### src/dpf_pkg.sv
// Package for the deduplicating packet FIFO: sizes, codes and item types.
`default_nettype none
package dpf_pkg;

    // Store depth and derived widths
    localparam int DEPTH   = 64;
    localparam int OCC_W   = $clog2(DEPTH + 1);
    localparam int CNT_W   = $clog2(DEPTH + 1);
    localparam int GRP     = 8;
    localparam int GRP_W   = $clog2(GRP + 1);
    localparam int NGRP    = (DEPTH + GRP - 1) / GRP;

    // Field widths
    localparam int MODE_W  = 2;
    localparam int ID_W    = 18;
    localparam int TIME_W  = 32;
    localparam int LIMIT_W = 7;
    localparam int MCNT_W  = 7;

    localparam logic [LIMIT_W-1:0] LIMIT_RESET = 7'd64;
    localparam logic [MCNT_W-1:0]  MCNT_MAX    = 7'd127;

    // Operation codes
    localparam logic [MODE_W-1:0] MODE_ADD = 2'd0;
    localparam logic [MODE_W-1:0] MODE_FWD = 2'd1;
    localparam logic [MODE_W-1:0] MODE_CNT = 2'd2;

    typedef struct packed {
        logic [MODE_W-1:0] mode;
        logic [ID_W-1:0]   source;
        logic [ID_W-1:0]   destination;
        logic [TIME_W-1:0] timestamp;
        logic [TIME_W-1:0] start_time;
        logic [TIME_W-1:0] end_time;
    } in_item_t;

    typedef struct packed {
        logic              accepted;
        logic              popped_valid;
        logic [ID_W-1:0]   out_source;
        logic [ID_W-1:0]   out_destination;
        logic [TIME_W-1:0] out_timestamp;
        logic [MCNT_W-1:0] match_count;
    } out_item_t;

    typedef struct packed {
        logic [ID_W-1:0]   source;
        logic [ID_W-1:0]   destination;
        logic [TIME_W-1:0] timestamp;
    } entry_t;

    // Controls broadcast to every cell
    typedef struct packed {
        logic cmp_en;
        logic shift;
    } cell_ctrl_t;

endpackage
`default_nettype wire

### src/dpf_popcount.sv
// Two-stage registered popcount over the per-cell hit bits.
`default_nettype none
module dpf_popcount (
    input  wire                          aclk,
    input  wire [dpf_pkg::DEPTH-1:0]     bits,
    output logic [dpf_pkg::CNT_W-1:0]    total
);

    logic [dpf_pkg::NGRP*dpf_pkg::GRP-1:0] bits_pad;
    logic [dpf_pkg::GRP_W-1:0]             part_reg  [dpf_pkg::NGRP];
    logic [dpf_pkg::GRP_W-1:0]             part_next [dpf_pkg::NGRP];
    logic [dpf_pkg::CNT_W-1:0]             total_reg;
    logic [dpf_pkg::CNT_W-1:0]             total_next;

    assign bits_pad = (dpf_pkg::NGRP * dpf_pkg::GRP)'(bits);

    // Stage 1: count each group of eight
    always_comb begin
        for (int g = 0; g < dpf_pkg::NGRP; g++) begin
            part_next[g] = '0;
            for (int b = 0; b < dpf_pkg::GRP; b++) begin
                part_next[g] = part_next[g] +
                               dpf_pkg::GRP_W'(bits_pad[g*dpf_pkg::GRP + b]);
            end
        end
    end

    // Stage 2: add the group counts
    always_comb begin
        total_next = '0;
        for (int g = 0; g < dpf_pkg::NGRP; g++) begin
            total_next = total_next + dpf_pkg::CNT_W'(part_reg[g]);
        end
    end

    always_ff @(posedge aclk) begin
        part_reg  <= part_next;
        total_reg <= total_next;
    end

    assign total = total_reg;

endmodule
`default_nettype wire

### config.mk
export PLATFORM = sky130hd
export DESIGN_NAME = dpf_popcount
export DESIGN_NICKNAME = d
export VERILOG_FILES = /design/src/dpf_pkg.sv /design/src/dpf_popcount.sv
export SDC_FILE = /design/constraint.sdc
export NUM_CORES = 1
export LEC_CHECK = 0
export BUFFER_PORTS_ARGS = -buffer_cell sky130_fd_sc_hd__clkbuf_2
export CELL_PAD_IN_SITES_DETAIL_PLACEMENT = 1
export CELL_PAD_IN_SITES_GLOBAL_PLACEMENT = 1
export CORE_UTILIZATION = 45
export CTS_CLUSTER_DIAMETER = 120
export DETAILED_ROUTE_END_ITERATION = 6
export GPL_TIMING_DRIVEN = 0
export PLACE_DENSITY = 0.9
export SETUP_SLACK_MARGIN = 0.2
export SYNTH_ARGS = -nofsm -noshare
export SYNTH_HDL_FRONTEND = slang
export SYNTH_SLANG_ARGS = --single-unit
### constraint.sdc
create_clock -name aclk -period 9.2 [get_ports aclk]
set_input_delay 0.46 -clock aclk [delete_from_list [all_inputs] [get_ports aclk]]
set_output_delay 0.46 -clock aclk [all_outputs]
set_load 0.02 [all_outputs]
After elaboration in Yosys (flattened, before gate mapping)
Index checks and enable logic that the tools add are counted.
{ "op_classes": {"n_mul": 0, "n_mux": 0, "n_addsub": 63, "n_reduce_logical": 0, "n_div": 0, "order_cmp": 0, "bitwise": 0, "shifts": 0, "eq_ne": 0} }
{ "ops": {"columns": ["cell", "n"], "rows": [
  ["$add A4 B1 Y4", 32],
  ["$add A3 B1 Y4", 8],
  ["$add A7 B4 Y7", 4],
  ["$add A2 B1 Y3", 8],
  ["$add A1 B1 Y2", 8],
  ["$add A6 B4 Y7", 1],
  ["$add A5 B4 Y6", 1],
  ["$add A4 B4 Y5", 1]
]} }
{ "totals": {"word_cells": 72, "mem_bits_ro": 0, "ff_bits": 39, "mem_bits_rw": 0, "in_bits": 65, "output_inout_bits": 7, "n_memories": 0, "latch_bits": 0} }

Depth between registers and ports, before layout
{ "depth": {"word_depth": 7, "ltp_mapped": 14, "depth_no_buf": 14} }

Least setup slack after synthesis
No wires, ideal clock.
{ "synth_timing": {"path_kind": "flip-flop to flip-flop", "from": "register part_reg[2] (netlist name)", "to": "register total_reg, in the netlist total[6]", "t_arrival_ps": 3310, "path_stages_with_launch": 15, "period_less_slack_ps": 3369, "slack_ps": 5831, "n_path_buf": 0, "cell_sequence": "dfxtp_1 inv_1 fa_1 inv_1 fa_1 fa_1 inv_1 fa_1 inv_1 ha_1 inv_1 fa_1 nor2b_1 o21ai_0 nand2b_1"} }
{ "synth_between": {"elab_chain_cells": 1} }
{ "synth_lines": {"columns": ["element", "line", "text"], "rows": [
  ["start, declared", "dpf_popcount.sv:10", "logic [dpf_pkg::GRP_W-1:0] part_reg [dpf_pkg::NGRP];"],
  ["start signal, assigned", "dpf_popcount.sv:37", "part_reg <= part_next;"],
  ["$add A7 B4 Y7", "dpf_popcount.sv:32", "total_next = total_next + dpf_pkg::CNT_W'(part_reg[g]);"],
  ["net total_next (one bit)", "dpf_popcount.sv:13", "logic [dpf_pkg::CNT_W-1:0] total_next;"],
  ["end signal, assigned", "dpf_popcount.sv:38", "total_reg <= total_next;"],
  ["end, declared", "dpf_popcount.sv:12", "logic [dpf_pkg::CNT_W-1:0] total_reg;"]
]} }
The timed path passes the listed nets, and every way through them passes these cells.

Worst setup path in the final report
Same ends and word-level chain as after synthesis.

==> results_dict.tcl <==
set metrics [dict create \
    status "finished, final reports clean" \
    timing.max_cap.violations 0 \
    min_period_ns 3.60 \
    final-hold-violation-count 0 \
    drt_iter0_markers 11 \
    dieArea_um2 6850 \
    synth_area_leaders "fa_1, dfxtp_1, inv_1, ha_1, xor2_1" \
    clkTransAtPathRegs_ns 0.08 \
    yosysWarnings 0 \
    dpl_cell_area_um2 3390 \
    yosysTopAreaCell "fa_1" \
    maxSlewViolCount 0 \
    num_vias 1897 \
    fin_crit_sh 0.392 \
    grt_first_pass_wirelength_um 9470 \
    ys_seq_area_frac 0.266 \
    max_freq_mhz 277 \
    rsz0062_at_grt "no" \
    synth.avg_cell_area_um2 10.6 \
    ios 72 \
    portBuffers 71 \
    cts_made_buffers 5 \
    synth_top_family_by_area "adder cells" \
    via_per_inst 4.38 \
    clock-sinks 39 \
    clk_path_buf_depth 2 \
    crit_required_ns 9.43 \
    area_growth_pct 19.2 \
    yosysMostFrequentCell "inv_1" \
    synth_top_area_share 0.375 \
    drc 0 \
    grt-ovfl-total 0 \
    synth_flop_cell "dfxtp_1" \
    fp.dieW_um 82.8 \
    cts_root_buf "clkbuf_8" \
    synth_xor_area_frac 0.0298 \
    end_kind "flip-flop" \
    synthSimpleGateAreaFrac 0.0213 \
    largest_register_ffs 32 \
    synthArstFlopShare 0 \
    nNetsFinal 506 \
    instances_no_fill 433 \
    htreeDepth 2 \
    slew_headroom 0.885 \
    crit_path_start_kind "flip-flop" \
    ant_nets 0 \
    insertion_delay_ns 0.29 \
    grt_max_degree 14 \
    synthMuxAreaShare 0 \
    wl_um 5740 \
    grt_usage 0.193 \
    synth_edf_count 0 \
    tritoncts "built" \
    dr.pass1.iters 3 \
    post-cts-setup-buffers 0 \
    hpwl_um 5410 \
    drive_gt1_frac 0.225 \
    min_path_cells 2 \
    grt_pass1_vias 2224 \
    critPathMaxFanout 2 \
    path_class "reg -> reg" \
    syn_area_um2 2940 \
    final_area_um2 3500 \
    skew_ns 0.00485 \
    gp_congestion 0.759 \
    synth_commonest_cells "inv_1, fa_1, dfxtp_1" \
    synth_adder_area_share 0.507 \
    syn_nets 428 \
    tightestPinTransition_ns 0.173 \
    antenna_found_initial 0 \
    critPathArrivalTime_ns 3.84 \
    die_h_um 82.8 \
    setup_tns_ns 0 \
    reg2reg_depth 14 \
    setup_violations 0 \
    hold_class "in -> reg" \
    synth.distinct_cells 12 \
    dpl.cell_count 425 \
    ctsResizeCount 0 \
    synth_compound_area_frac 0.0209 \
    ys_ff_latch 39 \
    cts_hold_buf 0 \
    initial_core_util 0.465 \
    core-area_um2 6310 \
    rows 29 \
    wl_per_cell_um 13.2 \
    holdWs_ns 0.390 \
    postSynthCellCount 277 \
    antenna_cells 0 \
]
==> cell usage in the layout, fill, tap and decap left out, drive strengths merged <==
cell and n:
xor2 7, a21oi 9, xnor2 3, bufinv 1
clkbuf 76, ha 31, clkinv 2, dfxtp 39
nor2b 9, fa 55, a21o 1, o21ai 1
nand2b 1, inv 121
==> cell type report <==
type,count,area [um^2]
fillers,753,2810
multi-input cells,117,1700
flip-flops and latches,39,781
inverters,121,454
repair buffers,71,355
well taps,77,96.3
clock buffers,5,68.8
clock inverters,3,43.8
==> kinds of logic (layout without fill, tap and decap cells) <==
logic type / Yosys count / after routing
buffers and inverters: 121 / 200
adders and majority gates: 86 / 86
DFF: 39 / 39
AOI/OAI and AO/OA: 11 / 11
xor gates and xnor gates: 10 / 10
and+or+nand+nor: 10 / 10
==> path summary, 6_finish.rpt <==
check / from / to / slack [ns]
worst max-delay path: part_reg[2]$_DFF_P_ / total[6]$_DFF_P_ / 5.60
worst min-delay path: bits[2] / part_reg[28]$_DFF_P_ / 0.39
worst max register to register: part_reg[2]$_DFF_P_ / total[6]$_DFF_P_ / 5.60
worst min register to register: part_reg[28]$_DFF_P_ / total[0]$_DFF_P_ / 0.60
==> metal layers <==
metal / vias to the layer above / wire length, um / share of wire / GRT usage
met2: 48 / 3340 / 0.58 / 0.377
met5: - / 0 / 0 / 0
met1: 927 / 2020 / 0.35 / 0.189
li1: 907 / - / - / -
met4: 0 / 179 / 0.031 / 0.103
met3: 15 / 196 / 0.034 / 0.0352
==> critical path: stages, from the launching register on <==
cell      delay (ns)
dfxtp_1         0.31
inv_1           0.05
fa_1            0.54
inv_1           0.06
fa_1            0.51
fa_1            0.56
inv_1           0.06
fa_1            0.47
inv_1           0.08
ha_1            0.17
inv_1           0.06
fa_1            0.40
nor2b_1         0.12
o21ai_0         0.08
nand2b_1        0.08
==> per-stage QoR <==
step / util / setup slack (ns)
floorplan: - / 5.83
global placement: 0.536 / 5.74
detailed placement: 0.536 / 5.57
CTS: 0.554 / 5.56
global route: 0.554 / 5.41
finish: 0.554 / 5.60
Power is left out: the tool's default activity adds up to more than one toggle a clock period on the data nets, which glitch-free logic cannot reach.
