**config.mk**
```make
export PLATFORM = sky130hd
export DESIGN_NAME = dpf_cell
export DESIGN_NICKNAME = d
export VERILOG_FILES = /design/src/dpf_pkg.sv /design/src/dpf_cell.sv
export SDC_FILE = /design/constraint.sdc
export NUM_CORES = 1
export LEC_CHECK = 0
export BUFFER_PORTS_ARGS = -buffer_cell sky130_fd_sc_hd__buf_4
export CORE_ASPECT_RATIO = 2
export CORE_UTILIZATION = 40
export CTS_CLUSTER_SIZE = 25
export DETAILED_ROUTE_END_ITERATION = 16
export PLACE_DENSITY_LB_ADDON = 0.3
export RECOVER_POWER = 100
export SETUP_SLACK_MARGIN = 0.2
export SLEW_MARGIN = 20
export SYNTH_ARGS = -nofsm -noshare
export SYNTH_HDL_FRONTEND = slang
export SYNTH_SLANG_ARGS = --single-unit
export TNS_END_PERCENT = 50
```
**constraint.sdc**
```tcl
create_clock -name aclk -period 5.3 [get_ports aclk]
set_clock_uncertainty 0.2 [all_clocks]
set_input_delay 0.265 -clock aclk [delete_from_list [all_inputs] [get_ports aclk]]
set_output_delay 0.265 -clock aclk [all_outputs]
set_load 0.03 [all_outputs]
```
**src/dpf_pkg.sv**
```systemverilog
// Package for the deduplicating packet FIFO: sizes, codes and item types.
`default_nettype none
package dpf_pkg;

    // Store depth and derived widths
    localparam int DEPTH   = 64;
    localparam int OCC_W   = $clog2(DEPTH + 1);
    localparam int CNT_W   = $clog2(DEPTH + 1);
    localparam int GRP     = 8;
    localparam int GRP_W   = $clog2(GRP + 1);
    localparam int NGRP    = (DEPTH + GRP - 1) / GRP;

    // Field widths
    localparam int MODE_W  = 2;
    localparam int ID_W    = 18;
    localparam int TIME_W  = 32;
    localparam int LIMIT_W = 7;
    localparam int MCNT_W  = 7;

    localparam logic [LIMIT_W-1:0] LIMIT_RESET = 7'd64;
    localparam logic [MCNT_W-1:0]  MCNT_MAX    = 7'd127;

    // Operation codes
    localparam logic [MODE_W-1:0] MODE_ADD = 2'd0;
    localparam logic [MODE_W-1:0] MODE_FWD = 2'd1;
    localparam logic [MODE_W-1:0] MODE_CNT = 2'd2;

    typedef struct packed {
        logic [MODE_W-1:0] mode;
        logic [ID_W-1:0]   source;
        logic [ID_W-1:0]   destination;
        logic [TIME_W-1:0] timestamp;
        logic [TIME_W-1:0] start_time;
        logic [TIME_W-1:0] end_time;
    } in_item_t;

    typedef struct packed {
        logic              accepted;
        logic              popped_valid;
        logic [ID_W-1:0]   out_source;
        logic [ID_W-1:0]   out_destination;
        logic [TIME_W-1:0] out_timestamp;
        logic [MCNT_W-1:0] match_count;
    } out_item_t;

    typedef struct packed {
        logic [ID_W-1:0]   source;
        logic [ID_W-1:0]   destination;
        logic [TIME_W-1:0] timestamp;
    } entry_t;

    // Controls broadcast to every cell
    typedef struct packed {
        logic cmp_en;
        logic shift;
    } cell_ctrl_t;

endpackage
`default_nettype wire

```
**src/dpf_cell.sv**
```systemverilog
// One storage cell of the queue: entry register, shift from neighbor, match compares.
`default_nettype none
module dpf_cell (
    input  wire                  aclk,
    input  dpf_pkg::cell_ctrl_t  ctrl,
    input  wire                  wr_en,
    input  wire                  active,
    input  dpf_pkg::in_item_t    req,
    input  dpf_pkg::entry_t      next_entry,
    output dpf_pkg::entry_t      entry,
    output logic                 dup_hit,
    output logic                 cnt_hit
);

    dpf_pkg::entry_t entry_reg;
    dpf_pkg::entry_t entry_next;
    logic            dup_hit_reg;
    logic            dup_hit_next;
    logic            cnt_hit_reg;
    logic            cnt_hit_next;

    // Entry update: new write wins over a shift from the neighbor
    always_comb begin
        entry_next = entry_reg;
        if (wr_en) begin
            entry_next.source      = req.source;
            entry_next.destination = req.destination;
            entry_next.timestamp   = req.timestamp;
        end else if (ctrl.shift) begin
            entry_next = next_entry;
        end
    end

    // Exact-triple and destination/time-window matches, gated by occupancy
    always_comb begin
        dup_hit_next = dup_hit_reg;
        cnt_hit_next = cnt_hit_reg;
        if (ctrl.cmp_en) begin
            dup_hit_next = active &&
                           (entry_reg.source == req.source) &&
                           (entry_reg.destination == req.destination) &&
                           (entry_reg.timestamp == req.timestamp);
            cnt_hit_next = active &&
                           (entry_reg.destination == req.destination) &&
                           (entry_reg.timestamp >= req.start_time) &&
                           (entry_reg.timestamp <= req.end_time);
        end
    end

    always_ff @(posedge aclk) begin
        entry_reg   <= entry_next;
        dup_hit_reg <= dup_hit_next;
        cnt_hit_reg <= cnt_hit_next;
    end

    assign entry   = entry_reg;
    assign dup_hit = dup_hit_reg;
    assign cnt_hit = cnt_hit_reg;

endmodule
`default_nettype wire

```
-- Yosys cells after proc, flatten, opt, wreduce, memory -nomap -nowiden
Index checks and enable logic that the tools add are counted.
- mux-type cells: 2
- reductions and logical operators: 7
- magnitude comparators: 2
- equal/unequal tests: 3
- operators with widths (cell ; number):
    $mux W68 ; 2
    $eq A18 B18 Y1 ; 2
    $eq A32 B32 Y1 ; 1
    $ge A32 B32 Y1 ; 1
    $le A32 B32 Y1 ; 1
    $logic_and A1 B1 Y1 ; 6
    $reduce_bool A2 Y1 ; 1
- register bits: 70
- output and inout port bits: 70
- bits of input ports: 207
- logic and storage cells: 19

-- Logic depth before layout (Yosys ltp)
Gate-level depths: netlist of run 1.
- depth after elaboration: 4
- depth in mapped cells: 8
- gate-level depth less buffers: 8

-- Least setup slack after synthesis of run 1
OpenSTA, ideal clock, no wires.
- path type: input-to-reg
- from: input port wr_en
- to: register entry_reg (netlist bit entry[0]) (enable)
- cell stages on the path: 4
- setup time: 397 ps
- arrival: 1797 ps
- path buffers: 3
- slack: 2906 ps
- data required time: 4703 ps
- path through: clkbuf_1 > buf_2 > buf_2 > or2_2
- longest elaborated chain between the ends: 1
- RTL lines (what ; line ; RTL):
    start: declaration ; dpf_cell.sv:6 ; input wire wr_en,
    $reduce_bool A2 Y1 (no line) ; -- ;
    end signal: assignment ; dpf_cell.sv:51 ; entry_reg <= entry_next;
    end: declaration ; dpf_cell.sv:15 ; dpf_pkg::entry_t entry_reg;
Every way passes these cells.
A chain may end at the register's enable or synchronous reset.

-- Worst setup path in the final report of run 1
- from: input port wr_en
- to: register entry_reg (netlist bit entry[5]) (enable)
The elaborated chain is that of the path after synthesis.

==> results.py, run 1 <==
metrics = {
    "clocking": {
        "cts_buffers": 9,
        "clock_path_buffers": 2,
        "cts_tree": "yes",
        "clock-sinks": 70,
        "cts_resized": 0,
        "h-tree-depth": 3,
        "cts_hold_buf": 1,
        "insertion_delay_ps": 340,
        "clkTransAtPathRegs_ps": 60,
        "cts_root_buffer": "clkbuf_16",
        "post_cts_buffers": 0,
    },
    "cells_and_area": {
        "instances_no_fill": 893,
        "drive_gt1_share_pct": 39.2,
        "largest_reg_flops": 68,
        "antenna_cells": 0,
        "area.growth.synth_to_final_pct": 43.0,
        "nets": 1009,
    },
    "setup_path": {
        "cp.required_ps": 4970,
        "critPathLaunchType": "input pin",
        "slowest_stage": "or2_1",
        "critPathTopFamily": "simple AND/OR/NAND/NOR gates",
        "crit_type": "input pin to flip-flop",
        "cp_max_fo": 68,
        "critPathArrivalTime_ps": 2840,
        "reg2reg_to": "cnt_hit",
        "worst-path-buf-inv": 1,
        "r2r_cells": 7,
        "crit_chain": "clkbuf_1, or2_1",
        "cp_slowest_stage_delay_ps": 2300,
        "r2r-start": "entry[9]",
        "rrSetupSlack_ps": 2780,
        "end_kind": "flip-flop",
    },
    "floorplanning": {
        "initial_core_util_pct": 41.3,
        "rows": 58,
        "die_area_sq_um": 13600,
        "top_level_ports": 277,
        "die_h_microns": 164,
        "coreArea_sq_um": 12700,
        "die_x_microns": 83.0,
    },
    "drt": {
        "dr_wl_met2_mm": 9.95,
        "dr.max_layer_used": "met4",
        "vias_per_cell": 5.18,
        "wl_met1_mm": 5.65,
        "wl_met3_microns": 942,
        "antenna_left": 0,
        "via_count": 4624,
        "drt-initial-drc-count": 181,
        "first_pass_iters": 4,
        "routed_wirelength_mm": 17.2,
        "wl_per_cell_microns": 19.2,
        "drc": 0,
    },
    "timing": {
        "grt_setup_unrepaired": "no",
        "period_needed_ps": 3170,
        "max_freq_mhz": 316,
        "slew_headroom_pct": -110,
        "slew_violations": 69,
        "setup-violations-final": 0,
        "finalSetupTns_ps": 0,
        "period_share_pct": 59.7,
        "holdWs_ps": 31.8,
        "hold_viol_final": 0,
        "tightest_slew_ps": 3150,
    },
    "global_routing": {
        "grt_overflow": 0,
        "grt_antenna_before_repair": 0,
        "grt_pass1_wl_mm": 25.6,
        "grt_use_total_pct": 25.0,
        "grt_max_degree": 69,
        "grt_pass1_vias": 5044,
    },
    "synthesis": {
        "synth_area_per_cell_sq_um": 11.4,
        "yosys_warnings": 0,
        "synth.top_cell.area_share_pct": 40.0,
        "mappedNetlistArea_sq_um": 5250,
        "synth_most_common_cell": "edfxtp_1",
        "synth_nets": 730,
        "yosysUniqueCellTypes": 34,
        "synth-seq-cells": 70,
        "synthArstFlopShare_pct": 0,
        "yosysTopAreaCell": "edfxtp_1",
        "synth.area.top_cells": "edfxtp_1, ha_1, mux2_2, xnor2_1, inv_1",
        "synth_cells": 459,
        "synth_common_cells": "edfxtp_1, mux2_2, inv_1, ha_1, xnor2_1",
        "ys_seq_area_share_pct": 40.0,
        "synth_edf_count": 70,
        "synthFlopType": "edfxtp_1",
    },
    "min_path": {
        "hold_start": "next_entry[37]",
        "min_to": "entry[37]",
        "holdCritPathClass": "input pin to flip-flop",
        "hold-path-cell-count": 2,
    },
    "run_status": {
        "status": "finished with violations",
        "failed_checks": "capacitance limit, slew limit",
    },
    "place": {
        "place_inst": 876,
        "gp_congestion": 0.854,
        "hpwlAfterDp_mm": 14.3,
        "numPortBuffers": 274,
    },
    "power": {
        "p_leak_uw": 0.00342,
        "peakVddDrop_mv": 0.196,
        "power.density_nw_per_um2": 265,
    },
    "flow_run": {
        "drv_cap": 1,
    },
}
-- layout make-up --
class | count | area (sq um)
inverters | 65 | 244
well taps | 150 | 188
clock inverters | 6 | 70.1
clock buffers | 10 | 229
multi-input cells | 316 | 2870
repair buffers | 276 | 1800
fillers | 1128 | 5190
flip-flops and latches | 70 | 2100
-- stage by stage --
step / total power, uW / util, % / cell area (sq um) / worst slack, ps
2_1_floorplan: 1110 / - / 5250 / 2910
3_3_place_gp: 1410 / 58.8 / 7470 / 2830
3_5_place_dp: 1430 / 58.8 / 7470 / 2790
4_1_cts: 2060 / 61.3 / 7780 / 2770
5_1_grt: 2080 / 59.1 / 7510 / 1950
6_report: 1990 / 59.1 / 7510 / 2130
-- layer usage --
metal  track usage (%)  vias to the layer above
li1                  -                     2225
met1              23.3                     2153
met2              51.1                      207
met3              4.72                       39
met4              11.1                        0
met5                 0                        -
-- logic make-up (layout without fill, tap and decap cells) --
family	Yosys count	count (layout)	synth area share (%)
compound gates	53	53	6.65
flops	70	70	40.0
xor+xnor	68	68	11.3
fa+ha+maj	64	64	15.2
buf+inv	73	357	5.27
mux	68	68	14.6
simple gates	63	63	6.89
-- where the power goes --
group / total (uW) / switching [uW] / internal, uW
Clock: 626 / 258 / 368
Combinational: 616 / 338 / 277
Sequential: 751 / 65.4 / 685
Total: 1990 / 662 / 1330
-- layout by cell type (no fill, tap or decap), types with 2 or more instances in the layout --
| cell | count |
|---|---|
| nor3_1 | 2 |
| nor2_1 | 6 |
| a21oi_1 | 22 |
| inv_6 | 2 |
| edfxtp_1 | 70 |
| nor2b_1 | 4 |
| inv_1 | 65 |
| o211ai_1 | 2 |
| buf_4 | 203 |
| xnor2_1 | 52 |
| nand3_1 | 3 |
| nor4_1 | 9 |
| o21ai_0 | 7 |
| a211oi_1 | 2 |
| xor2_1 | 16 |
| clkbuf_1 | 73 |
| clkbuf_16 | 9 |
| clkinvlp_4 | 3 |
| a21o_1 | 10 |
| nand2_1 | 8 |
| ha_1 | 64 |
| mux2_2 | 68 |
| nand4_1 | 27 |
-- worst max path at each step --
stage	from	end	depth (start not counted)
3_3_place_gp	entry[9]	cnt_hit	7
2_1_floorplan	wr_en	entry[0]	4
3_5_place_dp	entry[9]	cnt_hit	7
5_1_grt	wr_en	entry[65]	2
4_1_cts	entry[9]	cnt_hit	7
6_report	wr_en	entry[5]	2
(Power assumes the default switching activity.)
==> run 2: changes to the inputs <==
==> constraint.sdc (replaced) <==
create_clock -name aclk -period 3.15 [get_ports aclk]
set_clock_uncertainty 0.2 [all_clocks]
set_input_delay 0.1575 -clock aclk [delete_from_list [all_inputs] [get_ports aclk]]
set_output_delay 0.1575 -clock aclk [all_outputs]
set_load 0.03 [all_outputs]
==> run 2 against run 1 <==
Effect of this change: via count up 16%; die area unchanged; design area up 18%; the run still ends with capacitance limit, slew limit left; cell count up 15%; register-to-register slack worse by 2100 ps; routed wire length increased by 18%; critical path type unchanged; combinational power up 100%; core utilization grew 11 points.
==> results.py, run 2 (same netlist as run 1, synthesis figures left out) <==
metrics = {
    "place": {
        "hpwlAfterDp_mm": 14.5,
        "numPortBuffers": 274,
        "gp_congestion": 0.863,
    },
    "min_path": {
        "min_to": "dup_hit",
        "hold-path-cell-count": 4,
        "hold_start": "req[86]",
        "holdCritPathClass": "input pin to flip-flop",
    },
    "floorplanning": {
        "coreArea_sq_um": 12700,
        "initial_core_util_pct": 41.3,
        "die_area_sq_um": 13600,
        "die_x_microns": 83.0,
        "top_level_ports": 277,
        "rows": 58,
        "die_h_microns": 164,
    },
    "global_routing": {
        "grt_use_total_pct": 29.7,
        "grt_max_degree": 69,
        "grt_antenna_before_repair": 0,
        "grt_pass1_vias": 5921,
        "grt_overflow": 0,
        "grt_pass1_wl_mm": 30.5,
    },
    "clocking": {
        "clock-sinks": 70,
        "insertion_delay_ps": 340,
        "post_cts_buffers": 0,
        "cts_tree": "yes",
        "h-tree-depth": 3,
        "clock_path_buffers": 2,
        "cts_hold_buf": 137,
        "cts_root_buffer": "clkbuf_16",
        "cts_resized": 0,
        "cts_buffers": 9,
        "clkTransAtPathRegs_ps": 60,
    },
    "run_status": {
        "status": "finished with violations",
        "failed_checks": "capacitance limit, slew limit",
    },
    "flow_run": {
        "drv_cap": 1,
    },
    "power": {
        "p_leak_uw": 0.00401,
        "peakVddDrop_mv": 0.365,
        "power.density_nw_per_um2": 406,
    },
    "setup_path": {
        "r2r_cells": 7,
        "crit_start": "wr_en",
        "r2r-start": "entry[10]",
        "cp_max_fo": 31,
        "crit_type": "input pin to flip-flop",
        "critPathArrivalTime_ps": 2460,
        "critPathLaunchType": "input pin",
        "end_kind": "flip-flop",
        "rrSetupSlack_ps": 690,
        "cp.required_ps": 3020,
        "reg2reg_to": "cnt_hit",
    },
    "drt": {
        "via_count": 5351,
        "first_pass_iters": 5,
        "routed_wirelength_mm": 20.3,
        "antenna_left": 0,
        "vias_per_cell": 5.20,
        "wl_per_cell_microns": 19.7,
        "drc": 0,
        "drt-initial-drc-count": 151,
    },
    "cells_and_area": {
        "fin_util_pct": 70.0,
        "mostFrequentLayoutCells": "buf_4, dlygate4sd3_1, clkbuf_1, edfxtp_1",
        "nets": 1146,
        "drive_gt1_share_pct": 33.1,
        "antenna_cells": 0,
        "area.growth.synth_to_final_pct": 69.3,
        "mostFrequentLayoutCell": "buf_4",
        "largest_reg_flops": 68,
        "fillers": 947,
    },
    "timing": {
        "slew_violations": 69,
        "finalSetupTns_ps": 0,
        "slew_headroom_pct": -15.6,
        "hold_viol_final": 0,
        "grt_setup_unrepaired": "no",
        "max_freq_mhz": 386,
        "period_needed_ps": 2590,
        "setup-violations-final": 0,
        "period_share_pct": 82.2,
        "tightest_slew_ps": 1730,
    },
}
[run 2: report_power, final]
| part | leakage [uW] | internal, uW | switching [uW] |
|---|---|---|---|
| Combinational | 0.00315 | 605 | 634 |
| Sequential | 0.000713 | 1150 | 113 |
| Clock | 0.000155 | 689 | 413 |
| Total | 0.00401 | 2450 | 1160 |
[run 2: final cells by class]
class                           count  area (sq um)  area share (%)
Multi-Input combinational cell    316          2870            32.3
Timing Repair Buffer              413          3170            35.7
Sequential cell                    70          2100            23.6
Clock buffer                        9           225            2.53
Tap cell                          150           188            2.11
Inverter                           65           244            2.74
Clock inverter                      6          87.6           0.985
[run 2: how the worst max path moves through the flow]
stage | endpoint | slack [ps] | cells past startpoint
4_1_cts | cnt_hit | 650 | 7
3_3_place_gp | cnt_hit | 730 | 7
5_1_grt | entry[47] | 460 | 4
2_1_floorplan | cnt_hit | 810 | 7
6_report | entry[57] | 560 | 4
3_5_place_dp | cnt_hit | 670 | 7
[run 2: metal layers]
metal / wire, microns / track usage [%] / vias to the layer above
met4: 1100 / 17.1 / 0
met5: 0 / 0 / -
met2: 11400 / 58.1 / 242
met3: 1110 / 6.48 / 70
met1: 6700 / 27.6 / 2538
li1: - / - / 2501
[run 2: metrics by stage]
| stage | area, sq um | setup WS (ps) | hold WS (ps) | cells | total power [uW] |
|---|---|---|---|---|---|
| detailed placement | 7480 | 669 | 169 | 877 | 2410 |
| CTS | 9170 | 647 | 110 | 1029 | 3670 |
| global placement | 7480 | 729 | 168 | 877 | 2380 |
| floorplan | 5250 | 813 | 70.0 | 459 | 1870 |
| finish | 8890 | 560 | 129 | 1029 | 3610 |
| global route | 8890 | 460 | 122 | 1029 | 3760 |
[run 2: worst max-delay path: stages]
cell and delay [ps]:
clkbuf_1 540, clkbuf_2 760, mux2_2 420, dlygate4sd3_1 570
==> run 3: changes to the inputs <==
==> constraint.sdc (replaced) <==
create_clock -name aclk -period 2.1 [get_ports aclk]
set_clock_uncertainty 0.2 [all_clocks]
set_input_delay 0.105 -clock aclk [delete_from_list [all_inputs] [get_ports aclk]]
set_output_delay 0.105 -clock aclk [all_outputs]
set_load 0.03 [all_outputs]
==> run 3 against run 2 <==
Effect of this change: the flow finishes with violations (setup timing); die area unchanged; critical path type is now flip-flop to flip-flop; design area rose by 7.7%; count of clock-buffer cells in the layout grew 1; total power grew 51%; via count grew 5.6%; sequential share of layout area is 1.7 points lower; first-iteration DRC count up 48%; worst hold slack got worse by 70 ps; sequential power is 48% higher; cell count grew 6.7%; largest cell class unchanged; global-route usage is 2.1 points higher.
==> results.py, run 3 (same netlist as run 1, synthesis figures left out) <==
metrics = {
    "setup_path": {
        "cp_max_fo": 3,
        "rrSetupSlack_ps": -180,
        "slowest_stage": "edfxtp_1",
        "critPathArrivalTime_ps": 2140,
        "critPathLaunchType": "flip-flop",
        "crit_cells": 7,
        "reg2reg_to": "cnt_hit",
        "cp.required_ps": 1970,
        "crit_type": "flip-flop to flip-flop",
        "cp_slowest_stage_delay_ps": 430,
        "r2r-start": "entry[15]",
        "crit_chain": "ha_1, nand4_1, buf_4, nor2_4, a2111oi_4, a21oi_2, o221a_1",
        "r2r_cells": 7,
        "critPathTopFamily": "compound AO/OA/AOI/OAI gates",
        "worst-path-buf-inv": 1,
        "end_kind": "flip-flop",
    },
    "timing": {
        "slew_headroom_pct": 33.0,
        "fin_ws_ps": -178,
        "period_share_pct": 108,
        "tightest_slew_ps": 1000,
        "grt_setup_unrepaired": "yes",
        "max_freq_mhz": 439,
        "hold_viol_final": 0,
        "slew_violations": 0,
        "period_needed_ps": 2280,
        "setup-violations-final": 2,
    },
    "global_routing": {
        "grt_pass1_wl_mm": 32.7,
        "grt_pass1_vias": 6468,
        "grt_use_total_pct": 31.8,
        "grt_max_degree": 26,
        "grt_overflow": 0,
        "grt_antenna_before_repair": 0,
    },
    "clocking": {
        "cts_root_buffer": "clkbuf_16",
        "h-tree-depth": 3,
        "cts_tree": "yes",
        "insertion_delay_ps": 330,
        "cts_buffers": 9,
        "clock_path_buffers": 2,
        "clock-sinks": 70,
        "clkTransAtPathRegs_ps": 50,
    },
    "run_status": {
        "failed_checks": "setup timing",
        "status": "finished with violations",
    },
    "cells_and_area": {
        "fillers": 851,
        "fin_util_pct": 75.4,
        "mostFrequentLayoutCells": "buf_4, dlygate4sd3_1, edfxtp_1, mux2_2, inv_1",
        "largest_reg_flops": 68,
        "drive_gt1_share_pct": 41.1,
        "area.growth.synth_to_final_pct": 82.4,
        "multiInputGateArea_sq_um": 3060,
        "mostFrequentLayoutCell": "buf_4",
        "antenna_cells": 0,
        "regArea_sq_um": 2100,
        "nets": 1214,
        "final_area_sq_um": 9580,
    },
    "flow_run": {
        "drv_cap": 0,
    },
    "place": {
        "gp_congestion": 0.932,
        "dpl_cell_area_sq_um": 7990,
        "hpwlAfterDp_mm": 15.8,
        "pre_cts_slack_ps": -456,
        "numPortBuffers": 274,
    },
    "power": {
        "p_leak_uw": 0.00437,
        "power.density_nw_per_um2": 569,
        "total_power_uw": 5450,
        "peakVddDrop_mv": 0.787,
    },
    "drt": {
        "drt-initial-drc-count": 223,
        "drc": 0,
        "first_pass_iters": 4,
        "routed_wirelength_mm": 21.9,
        "via_count": 5649,
        "wl_per_cell_microns": 20.0,
        "vias_per_cell": 5.14,
        "antenna_left": 0,
    },
    "floorplanning": {
        "top_level_ports": 277,
        "die_area_sq_um": 13600,
        "die_h_microns": 164,
        "coreArea_sq_um": 12700,
        "rows": 58,
        "die_x_microns": 83.0,
        "initial_core_util_pct": 41.3,
    },
    "min_path": {
        "holdCritPathClass": "input pin to flip-flop",
        "hold-path-cell-count": 4,
        "min_to": "dup_hit",
        "hold_start": "req[86]",
    },
}
==> run 3: cell types whose count changed in the layout (fill, tap and decap cells not counted), moves of 4 or more <==
cell      change
buf_4        +71
clkbuf_4      +8
nor4_1        -4
ha_1          -8
ha_4          +8
clkbuf_1      -9
==> run 3: per-layer routing <==
metal  vias up  wire length, microns  global-route usage (%)
li1       2639                     -                       -
met1      2679                  7110                    29.7
met2       261                 12600                    64.2
met3        70                   984                    4.52
met4         0                  1230                    17.6
met5         -                     0                       0
==> run 3: through the flow <==
step | setup TNS [ps] | hold WS, ps | cells
finish | -225 | 59.1 | 1098
global placement | -508 | 125 | 936
floorplan | -204 | 17.5 | 459
global route | -3900 | 93.1 | 1098
detailed placement | -721 | 120 | 936
CTS | -248 | 63.3 | 1094
==> run 3: final cells by class <==
cell class | instances | share of cell area [%]
timing repair buffer | 481 | 38.9
multi-input combinational | 316 | 31.9
sequential | 70 | 21.9
inverter | 65 | 2.55
clock buffer | 10 | 2.39
tap | 150 | 1.96
clock inverter | 6 | 0.405
==> run 3: worst max path at each step <==
| stage | from | endpoint | slack (ps) |
|---|---|---|---|
| 2_1_floorplan | entry[13] | cnt_hit | -200 |
| 3_3_place_gp | entry[15] | cnt_hit | -280 |
| 3_5_place_dp | entry[15] | cnt_hit | -460 |
| 4_1_cts | entry[13] | cnt_hit | -180 |
| 5_1_grt | entry[17] | cnt_hit | -250 |
| 6_report | entry[15] | cnt_hit | -180 |
==> run 3: timing repair <==
item / CTS / global route
setup endpoints to repair: 2 / 2
gates resized for setup: 15 / 6
pin swaps: 9 / 8
buffers inserted: 5 / 4
endpoints found under the hold margin: 70 / 0
hold buffers: 137 / 0
==> run 3: worst reg2reg max path, cell delays in order (launching register included) <==
cell and delay [ps]:
edfxtp_1 430, ha_1 330, nand4_1 170, buf_4 170, nor2_4 40, a2111oi_4 340
a21oi_2 90, o221a_1 270
==> run 3: report_power, final <==
part,leakage [uW],internal [uW],switching (uW)
clock,0.000128,796,598
combinational,0.00352,1110,1080
sequential,0.000713,1720,138
total,0.00437,3630,1810
